===== config.mk =====
export PLATFORM = sky130hd
export DESIGN_NAME = timestamp_merge_three_ring_queues_flat
export DESIGN_NICKNAME = d
export VERILOG_FILES = /design/src/sv/tmq_pkg.sv /design/src/sv/tmq_if.sv /design/src/sv/timestamp_merge_three_ring_queues.sv /design/src/sv/tmq_ctrl.sv /design/src/sv/tmq_datapath.sv /design/src/flat_wrapper.sv
export SDC_FILE = /design/constraint.sdc
export NUM_CORES = 2
export LEC_CHECK = 0
export ABC_AREA = 1
export BUFFER_PORTS_ARGS = -buffer_cell sky130_fd_sc_hd__buf_4
export CAP_MARGIN = 0
export CORE_ASPECT_RATIO = 1.25
export CORE_UTILIZATION = 40
export CTS_BUF_LIST = sky130_fd_sc_hd__clkbuf_2
export DETAILED_ROUTE_END_ITERATION = 8
export PLACE_DENSITY_LB_ADDON = 0.08
export SETUP_SLACK_MARGIN = 0.1
export SYNTH_ARGS = -nofsm -noshare
export SYNTH_HDL_FRONTEND = slang
export SYNTH_SLANG_ARGS = --single-unit

===== constraint.sdc =====
create_clock -name clk -period 17.5 [get_ports clk]
set_clock_uncertainty 0.2 [all_clocks]
set_input_delay 0.875 -clock clk [delete_from_list [all_inputs] [get_ports clk]]
set_output_delay 0.875 -clock clk [all_outputs]
set_load 0.005 [all_outputs]

===== src/sv/tmq_pkg.sv =====
package tmq_pkg;

	localparam int TIME_W     = 64;
	localparam int DATA_W     = 32;
	localparam int SRC_W      = 2;
	localparam int NUM_QUEUES = 3;

	// queue codes
	localparam logic [SRC_W-1:0] SRC_CAMERA = 2'd0;
	localparam logic [SRC_W-1:0] SRC_ACCEL  = 2'd1;
	localparam logic [SRC_W-1:0] SRC_GYRO   = 2'd2;

	// operation codes
	localparam logic OP_PUSH     = 1'b0;
	localparam logic OP_DISPATCH = 1'b1;

	// front timestamp of an empty queue
	localparam logic [TIME_W-1:0] TIME_EMPTY = {TIME_W{1'b1}};

	typedef struct packed {
		logic load;
		logic do_push;
		logic do_pick;
	} tmq_cmd_t;

	typedef struct packed {
		logic in_dispatch;
	} tmq_sts_t;

endpackage


===== src/sv/tmq_if.sv =====
interface tmq_in_if;
	import tmq_pkg::*;

	logic              valid;
	logic              ready;
	logic              op;
	logic [SRC_W-1:0]  sample_source;
	logic [TIME_W-1:0] sample_time;
	logic [DATA_W-1:0] sample_data;

	modport source (output valid, output op, output sample_source, output sample_time,
		output sample_data, input ready);
	modport sink (input valid, input op, input sample_source, input sample_time,
		input sample_data, output ready);
endinterface

interface tmq_out_if;
	import tmq_pkg::*;

	logic              valid;
	logic              ready;
	logic              push_accepted;
	logic              out_valid;
	logic [SRC_W-1:0]  out_source;
	logic [TIME_W-1:0] out_time;
	logic [DATA_W-1:0] out_data;

	modport source (output valid, output push_accepted, output out_valid,
		output out_source, output out_time, output out_data, input ready);
	modport sink (input valid, input push_accepted, input out_valid,
		input out_source, input out_time, input out_data, output ready);
endinterface


===== src/sv/timestamp_merge_three_ring_queues.sv =====
// timestamp-ordered merge of three overwriting sensor ring queues
//
// sample_ch takes one item per handshake: op 0 pushes sample_time and
// sample_data into the queue named by sample_source (camera, accel, gyro),
// op 1 dispatches the queued sample with the smallest timestamp (ties go to
// camera, then accel, then gyro). every item gives exactly one result item
// on result_ch. a push to a full queue overwrites its oldest sample.
// enable_we / enable_wdata write the enable bit; pushes are refused while
// it is low, dispatch still drains.
//
// a push passes through the push state, which updates the ring; a dispatch
// passes through a read state (head read from the ring memories), then a
// pick state (three-way compare and pop). one item is in flight at a time;
// the next item is taken in the cycle its predecessor's result leaves.
// a stalled receiver holds the result and blocks new items until taken.
// reset empties all queues and clears enable; ring contents are not cleared
module timestamp_merge_three_ring_queues #(
	parameter int QUEUE_DEPTH  = 8,
	parameter int PAYLOAD_BITS = 32
) (
	input  logic      clk,
	input  logic      arst_n,
	input  logic      enable_we,
	input  logic      enable_wdata,
	tmq_in_if.sink    sample_ch,
	tmq_out_if.source result_ch
);
	import tmq_pkg::*;

	tmq_cmd_t cmd;
	tmq_sts_t sts;

	// sequencer: idle, push or read/pick, then hold the result
	tmq_ctrl u_ctrl (
		.clk       (clk),
		.arst_n    (arst_n),
		.in_valid  (sample_ch.valid),
		.in_ready  (sample_ch.ready),
		.out_valid (result_ch.valid),
		.out_ready (result_ch.ready),
		.sts       (sts),
		.cmd       (cmd)
	);

	// rings, pointers, head compare and result register
	tmq_datapath #(
		.QUEUE_DEPTH  (QUEUE_DEPTH),
		.PAYLOAD_BITS (PAYLOAD_BITS)
	) u_datapath (
		.clk           (clk),
		.arst_n        (arst_n),
		.enable_we     (enable_we),
		.enable_wdata  (enable_wdata),
		.cmd           (cmd),
		.sts           (sts),
		.op            (sample_ch.op),
		.source        (sample_ch.sample_source),
		.sample_time   (sample_ch.sample_time),
		.sample_data   (sample_ch.sample_data),
		.push_accepted (result_ch.push_accepted),
		.out_valid     (result_ch.out_valid),
		.out_source    (result_ch.out_source),
		.out_time      (result_ch.out_time),
		.out_data      (result_ch.out_data)
	);
endmodule


===== src/sv/tmq_ctrl.sv =====
module tmq_ctrl (
	input  logic              clk,
	input  logic              arst_n,
	input  logic              in_valid,
	output logic              in_ready,
	output logic              out_valid,
	input  logic              out_ready,
	input  tmq_pkg::tmq_sts_t sts,
	output tmq_pkg::tmq_cmd_t cmd
);
	import tmq_pkg::*;

	typedef enum logic [2:0] {
		S_IDLE,
		S_PUSH,
		S_READ,
		S_PICK,
		S_OUT
	} state_t;

	state_t state_q;
	logic   accept;

	// a new item may enter as the previous result leaves
	assign in_ready  = (state_q == S_IDLE) || (state_q == S_OUT && out_ready);
	assign accept    = in_valid && in_ready;
	assign out_valid = (state_q == S_OUT);

	assign cmd.load    = accept;
	assign cmd.do_push = (state_q == S_PUSH);
	assign cmd.do_pick = (state_q == S_PICK);

	always_ff @(posedge clk or negedge arst_n) begin
		if (!arst_n) begin
			state_q <= S_IDLE;
		end else begin
			unique case (state_q)
				S_IDLE, S_OUT: begin
					if (accept) begin
						state_q <= sts.in_dispatch ? S_READ : S_PUSH;
					end else if (state_q == S_OUT && out_ready) begin
						state_q <= S_IDLE;
					end
				end
				S_PUSH: state_q <= S_OUT;
				S_READ: state_q <= S_PICK;
				S_PICK: state_q <= S_OUT;
				default: state_q <= S_IDLE;
			endcase
		end
	end
endmodule


===== src/sv/tmq_datapath.sv =====
module tmq_datapath #(
	parameter int QUEUE_DEPTH  = 8,
	parameter int PAYLOAD_BITS = 32
) (
	input  logic                       clk,
	input  logic                       arst_n,
	input  logic                       enable_we,
	input  logic                       enable_wdata,
	input  tmq_pkg::tmq_cmd_t          cmd,
	output tmq_pkg::tmq_sts_t          sts,
	input  logic                       op,
	input  logic [tmq_pkg::SRC_W-1:0]  source,
	input  logic [tmq_pkg::TIME_W-1:0] sample_time,
	input  logic [tmq_pkg::DATA_W-1:0] sample_data,
	output logic                       push_accepted,
	output logic                       out_valid,
	output logic [tmq_pkg::SRC_W-1:0]  out_source,
	output logic [tmq_pkg::TIME_W-1:0] out_time,
	output logic [tmq_pkg::DATA_W-1:0] out_data
);
	import tmq_pkg::*;

	localparam int IDX_W  = (QUEUE_DEPTH > 1) ? $clog2(QUEUE_DEPTH) : 1;
	localparam int FILL_W = $clog2(QUEUE_DEPTH + 1);
	localparam logic [IDX_W-1:0]  IDX_LAST  = IDX_W'(QUEUE_DEPTH - 1);
	localparam logic [FILL_W-1:0] FILL_FULL = FILL_W'(QUEUE_DEPTH);

	// sample storage, one ring per queue
	logic [TIME_W-1:0]       time_mem [NUM_QUEUES][QUEUE_DEPTH];
	logic [PAYLOAD_BITS-1:0] data_mem [NUM_QUEUES][QUEUE_DEPTH];

	logic [IDX_W-1:0]  rd_idx_q [NUM_QUEUES];
	logic [IDX_W-1:0]  wr_idx_q [NUM_QUEUES];
	logic [FILL_W-1:0] fill_q   [NUM_QUEUES];

	logic [TIME_W-1:0]       head_time_q [NUM_QUEUES];
	logic [PAYLOAD_BITS-1:0] head_data_q [NUM_QUEUES];

	logic                    enable_q;
	logic [SRC_W-1:0]        source_q;
	logic [TIME_W-1:0]       time_q;
	logic [PAYLOAD_BITS-1:0] data_q;

	logic [63:0]       data_wide;
	logic              push_ok;
	logic              found;
	logic [SRC_W-1:0]  best;
	logic [TIME_W-1:0] best_time;
	logic [63:0]       head_wide;

	function automatic logic [IDX_W-1:0] next_slot(input logic [IDX_W-1:0] i);
		return (i == IDX_LAST) ? '0 : i + IDX_W'(1);
	endfunction

	assign sts.in_dispatch = (op == OP_DISPATCH);
	assign data_wide       = 64'(sample_data);
	assign push_ok         = enable_q && (source_q == SRC_CAMERA || source_q == SRC_ACCEL
		|| source_q == SRC_GYRO);

	// earliest head, ties to the lower queue number
	always_comb begin
		found     = 1'b0;
		best      = SRC_CAMERA;
		best_time = TIME_EMPTY;
		for (int q = 0; q < NUM_QUEUES; q++) begin
			if (fill_q[q] != '0 && (!found || head_time_q[q] < best_time)) begin
				found     = 1'b1;
				best      = SRC_W'(q);
				best_time = head_time_q[q];
			end
		end
	end

	assign head_wide = 64'(head_data_q[best]);

	always_ff @(posedge clk or negedge arst_n) begin
		if (!arst_n) begin
			enable_q <= 1'b0;
		end else if (enable_we) begin
			enable_q <= enable_wdata;
		end
	end

	always_ff @(posedge clk) begin
		if (cmd.load) begin
			source_q <= source;
			time_q   <= sample_time;
			data_q   <= data_wide[PAYLOAD_BITS-1:0];
		end
	end

	// memory write and registered head read
	always_ff @(posedge clk) begin
		for (int q = 0; q < NUM_QUEUES; q++) begin
			if (cmd.do_push && push_ok && source_q == SRC_W'(q)) begin
				time_mem[q][wr_idx_q[q]] <= time_q;
				data_mem[q][wr_idx_q[q]] <= data_q;
			end
			head_time_q[q] <= time_mem[q][rd_idx_q[q]];
			head_data_q[q] <= data_mem[q][rd_idx_q[q]];
		end
	end

	always_ff @(posedge clk or negedge arst_n) begin
		if (!arst_n) begin
			for (int q = 0; q < NUM_QUEUES; q++) begin
				rd_idx_q[q] <= '0;
				wr_idx_q[q] <= '0;
				fill_q[q]   <= '0;
			end
		end else begin
			for (int q = 0; q < NUM_QUEUES; q++) begin
				if (cmd.do_push && push_ok && source_q == SRC_W'(q)) begin
					wr_idx_q[q] <= next_slot(wr_idx_q[q]);
					if (fill_q[q] == FILL_FULL) begin
						rd_idx_q[q] <= next_slot(rd_idx_q[q]);
					end else begin
						fill_q[q] <= fill_q[q] + FILL_W'(1);
					end
				end else if (cmd.do_pick && found && best == SRC_W'(q)) begin
					rd_idx_q[q] <= next_slot(rd_idx_q[q]);
					fill_q[q]   <= fill_q[q] - FILL_W'(1);
				end
			end
		end
	end

	// result register
	always_ff @(posedge clk) begin
		if (cmd.do_push) begin
			push_accepted <= push_ok;
			out_valid     <= 1'b0;
			out_source    <= '0;
			out_time      <= '0;
			out_data      <= '0;
		end else if (cmd.do_pick) begin
			push_accepted <= 1'b0;
			out_valid     <= found;
			out_source    <= found ? best : '0;
			out_time      <= found ? best_time : '0;
			out_data      <= found ? head_wide[DATA_W-1:0] : '0;
		end
	end
endmodule

===== src/flat_wrapper.sv =====
// flat-port wrapper written by rule: the top's interface ports become plain ports
module timestamp_merge_three_ring_queues_flat import tmq_pkg::*;
#(
	parameter int QUEUE_DEPTH  = 8,
	parameter int PAYLOAD_BITS = 32
)
  (clk, arst_n, enable_we, enable_wdata, sample_ch_valid, sample_ch_op, sample_ch_sample_source, sample_ch_sample_time, sample_ch_sample_data, sample_ch_ready, result_ch_valid, result_ch_push_accepted, result_ch_out_valid, result_ch_out_source, result_ch_out_time, result_ch_out_data, result_ch_ready);
  tmq_in_if sample_ch_i ();
  tmq_out_if result_ch_i ();
  input  logic clk;
  input  logic arst_n;
  input  logic enable_we;
  input  logic enable_wdata;
  input wire logic [$bits(sample_ch_i.valid)-1:0] sample_ch_valid;
  input wire logic [$bits(sample_ch_i.op)-1:0] sample_ch_op;
  input wire logic [$bits(sample_ch_i.sample_source)-1:0] sample_ch_sample_source;
  input wire logic [$bits(sample_ch_i.sample_time)-1:0] sample_ch_sample_time;
  input wire logic [$bits(sample_ch_i.sample_data)-1:0] sample_ch_sample_data;
  output wire logic [$bits(sample_ch_i.ready)-1:0] sample_ch_ready;
  output wire logic [$bits(result_ch_i.valid)-1:0] result_ch_valid;
  output wire logic [$bits(result_ch_i.push_accepted)-1:0] result_ch_push_accepted;
  output wire logic [$bits(result_ch_i.out_valid)-1:0] result_ch_out_valid;
  output wire logic [$bits(result_ch_i.out_source)-1:0] result_ch_out_source;
  output wire logic [$bits(result_ch_i.out_time)-1:0] result_ch_out_time;
  output wire logic [$bits(result_ch_i.out_data)-1:0] result_ch_out_data;
  input wire logic [$bits(result_ch_i.ready)-1:0] result_ch_ready;
  assign sample_ch_i.valid = sample_ch_valid;
  assign sample_ch_i.op = sample_ch_op;
  assign sample_ch_i.sample_source = sample_ch_sample_source;
  assign sample_ch_i.sample_time = sample_ch_sample_time;
  assign sample_ch_i.sample_data = sample_ch_sample_data;
  assign sample_ch_ready = sample_ch_i.ready;
  assign result_ch_valid = result_ch_i.valid;
  assign result_ch_push_accepted = result_ch_i.push_accepted;
  assign result_ch_out_valid = result_ch_i.out_valid;
  assign result_ch_out_source = result_ch_i.out_source;
  assign result_ch_out_time = result_ch_i.out_time;
  assign result_ch_out_data = result_ch_i.out_data;
  assign result_ch_i.ready = result_ch_ready;
  timestamp_merge_three_ring_queues #(.QUEUE_DEPTH(QUEUE_DEPTH), .PAYLOAD_BITS(PAYLOAD_BITS)) u_core (.clk(clk), .arst_n(arst_n), .enable_we(enable_we), .enable_wdata(enable_wdata), .sample_ch(sample_ch_i), .result_ch(result_ch_i));
endmodule

==> run summary <==
status: finished with violations
violated checks: design-rule violations
area growth from synthesis to layout: 13.82%
num ports: 207
DRT Pass-1 Iters: 7
row cnt: 211
internal cell power: 11.71 mW
peak supply drop: 0.0002741 V
Final setup violation count: 0
layout cells sized above 1: 0.1564
Gate power share: 0.295
Routed WL: 318.9 mm
grt total ovfl: 0
Bufs on Longest Clock Path: 4
R2R Path Start: u_core.u_datapath.fill_q[8]
commonest non-fill, non-tap cells in the layout: edfxtp_1 (2403), nor2_1 (2114), o21ai_0 (1234), clkbuf_2 (1092), nand2_1 (487)
critical path class: reg -> reg
vias per inst: 5.312
cell area after synthesis: 106900 um2
post-synthesis sequential area ratio: 0.7551
Cell variety after synth: 40
reg2reg end: u_core.u_datapath.out_time[32]
# Max-Cap Violations: 0
yosys warns: 0
r2r setup slk: 7840 ps
Place WS: 8011 ps
max-slew violations: 0
CTS tree: yes
htree depth: 6
clock share of power: 0.233
clk_lat worst skew: 1900 ps
Post-synth EDFFs: 2403
wire length of the first global-routing pass: 466.8 mm
Nets: 9493
initial antenna violation count: 13
CP arrival: 11150 ps
top_reg_cell synth: edfxtp_1
PwrDens: 158.0 nW/um2
Placed Instances: 11750
Final ANT Viol Nets: 0
Tot Pwr: 19.24 mW
Sw Ratio: 0.3913
critical path's slowest cell: a211oi_1
Post-Syn Nets: 8676
FMAX: 0.1035 GHz
RSZ-0062 raised after global routing: false
vias post-DR: 70800
flip-flop and latch count after synthesis: 2824
dpl hpwl: 164.6 mm
largest net degree at the start of global routing: 168
HP Start: sample_ch_sample_time[30]
drt wl/cell: 23.93 um
number of global-route vias before repair: 70880
commonest non-fill, non-tap cell in the layout: edfxtp_1
Slew HR: 0.06440
WP data required: 18990 ps
worst min-delay path class: in -> reg
R2R depth: 32
setup TNS: 0 ps
DRT iter0 DRCs: 5510
Crit Path Max Fanout: 113
final core utilization: 0.4593
Hold EP: u_core.u_datapath.time_q[30]
Num CTS Buffers: 698
Worst Slack Setup Final: 7842 ps
sequential power share: 0.473
post-synthesis instance total: 8424
Hold Path Stages: 3
CP dominant cell by count: nand2_1
P_sw: 7.527 mW
Die W: 464.5 um
Final period util: 0.5519
CORE AREA: 265100 um2
die height: 580.1 um
Layout fillers: 24600
syn_area_per_cell: 12.70 um2
crit path launch type: flip-flop
root buf cell: clkbuf_2
Port Buffers: 206
Starting Density: 0.4035
Slew @ Worst Pin: 1395 ps
number of standard cells in the layout, taps in and fillers out: 13330
clock slew at reported path FFs: 100 ps
final hold vios: 0
die area: 269500 um2
Clock Sink Count: 2824
gpl congestion: 0.7869
DR DRC count: 16
crit-path max cell delay: 1090 ps
Lkg Pwr: 43.29 nW
async set or reset register ratio after synthesis: 0.01204
crit end category: flip-flop
Final min period: 9658 ps
total global routing track utilization: 0.2330
==> cells in the mapped netlist, types with 58 or more instances <==
| master | number | area, um2 |
|---|---|---|
| edfxtp_1 | 2403 | 72160 |
| nor2_1 | 2116 | 7943 |
| o21ai_0 | 1235 | 6181 |
| nand2_1 | 487 | 1828 |
| clkbuf_1 | 453 | 1700 |
| dfxtp_1 | 387 | 7747 |
| a31oi_1 | 291 | 1821 |
| o22ai_1 | 291 | 1821 |
| ha_1 | 144 | 1802 |
| a21oi_1 | 126 | 630.6 |
| inv_1 | 109 | 409.1 |
| nand4_1 | 69 | 431.7 |
| o21ai_1 | 61 | 305.3 |
| nand3_1 | 58 | 290.3 |
==> routing by layer <==
metal  global-route usage  wire, um  vias up
li1                     -         -    32600
met2               0.4003    158200     2091
met4              0.06882      6796        4
met5                    0        27        -
met1               0.3029    136700    35620
met3              0.03623     17270      480
==> area by class of cell <==
| type | count | area, um2 | area share |
|---|---|---|---|
| Timing Repair Buffer | 633 | 5668 | 0.04656 |
| Antenna cell | 3 | 7.507 | 0.00006167 |
| Clock inverter | 177 | 1016 | 0.008346 |
| Inverter | 115 | 510.5 | 0.004194 |
| Sequential cell | 2824 | 80780 | 0.6636 |
| Tap cell | 3514 | 4397 | 0.03612 |
| Clock buffer | 1092 | 5465 | 0.04490 |
| Multi-Input combinational cell | 4969 | 23890 | 0.1962 |
==> critical path, delay by kind of cell (launching register included) <==
kind                     cells  cell delay, ps
AND/OR/NAND/NOR             17            3390
AO/OA/AOI/OAI                8            2570
buffers and inverters        5            1830
adder cells (fa/ha/maj)      2             690
flip-flops                   1             450
==> sequential cells by signal, indices dropped and copies added (netlist names), 32 cells and up <==
register                       count
u_core.u_datapath.time_mem      1536
u_core.u_datapath.data_mem       768
u_core.u_datapath.head_time_q    192
u_core.u_datapath.head_data_q     96
u_core.u_datapath.out_time        64
u_core.u_datapath.time_q          64
u_core.u_datapath.data_q          32
u_core.u_datapath.out_data        32
==> worst max-delay path by stage <==
stage | startpoint | cells past startpoint | end | slack (ps)
3_5_place_dp | u_core.u_datapath.fill_q[8] | 32 | u_core.u_datapath.out_time[32] | 8010
2_1_floorplan | u_core.u_ctrl.state_q[2] | 11 | u_core.u_datapath.data_mem[0][0] | 8080
4_1_cts | u_core.u_datapath.fill_q[8] | 32 | u_core.u_datapath.out_time[32] | 7850
5_1_grt | u_core.u_datapath.fill_q[8] | 33 | u_core.u_datapath.out_time[45] | 7450
6_report | u_core.u_datapath.fill_q[8] | 32 | u_core.u_datapath.out_time[32] | 7840
3_3_place_gp | u_core.u_datapath.fill_q[8] | 31 | u_core.u_datapath.out_time[63] | 8250
==> timing repair <==
item,in CTS,in global routing
resized for setup,0,0
buffers inserted,0,0
hold buffers,302,0
setup endpoints to repair,0,0
hold endpoints to repair,199,0
==> power by group through the flow <==
stage	clock network, mW	registers, mW	logic, mW
floorplan	0	8.71	3.88
global placement	0	9.27	5.56
detailed placement	0	9.26	5.65
CTS	4.63	9.11	5.72
global route	4.95	9.18	6.34
finish	4.47	9.09	5.67
==> cell families (layout without fill, tap and decap cells) <==
family / after synthesis / after routing / synth area share
XOR/XNOR: 10 / 10 / 0.0008190
AND/OR/NAND/NOR: 2782 / 2782 / 0.1011
flip-flops: 2824 / 2824 / 0.7551
buffers and inverters: 631 / 2017 / 0.02294
other: 0 / 3 / 0
adder cells (fa/ha/maj): 147 / 147 / 0.01741
AO/OA/AOI/OAI: 2030 / 2030 / 0.1026
==> metrics by stage <==
step           cell area, um2  hold WS, ps
3_3_place_gp           112200        242.7
3_5_place_dp           112200        245.7
6_report               121700        228.9
4_1_cts                121700       0.2807
5_1_grt                121700        59.79
2_1_floorplan          106900        208.5
Power figures use the tool's default switching activity.
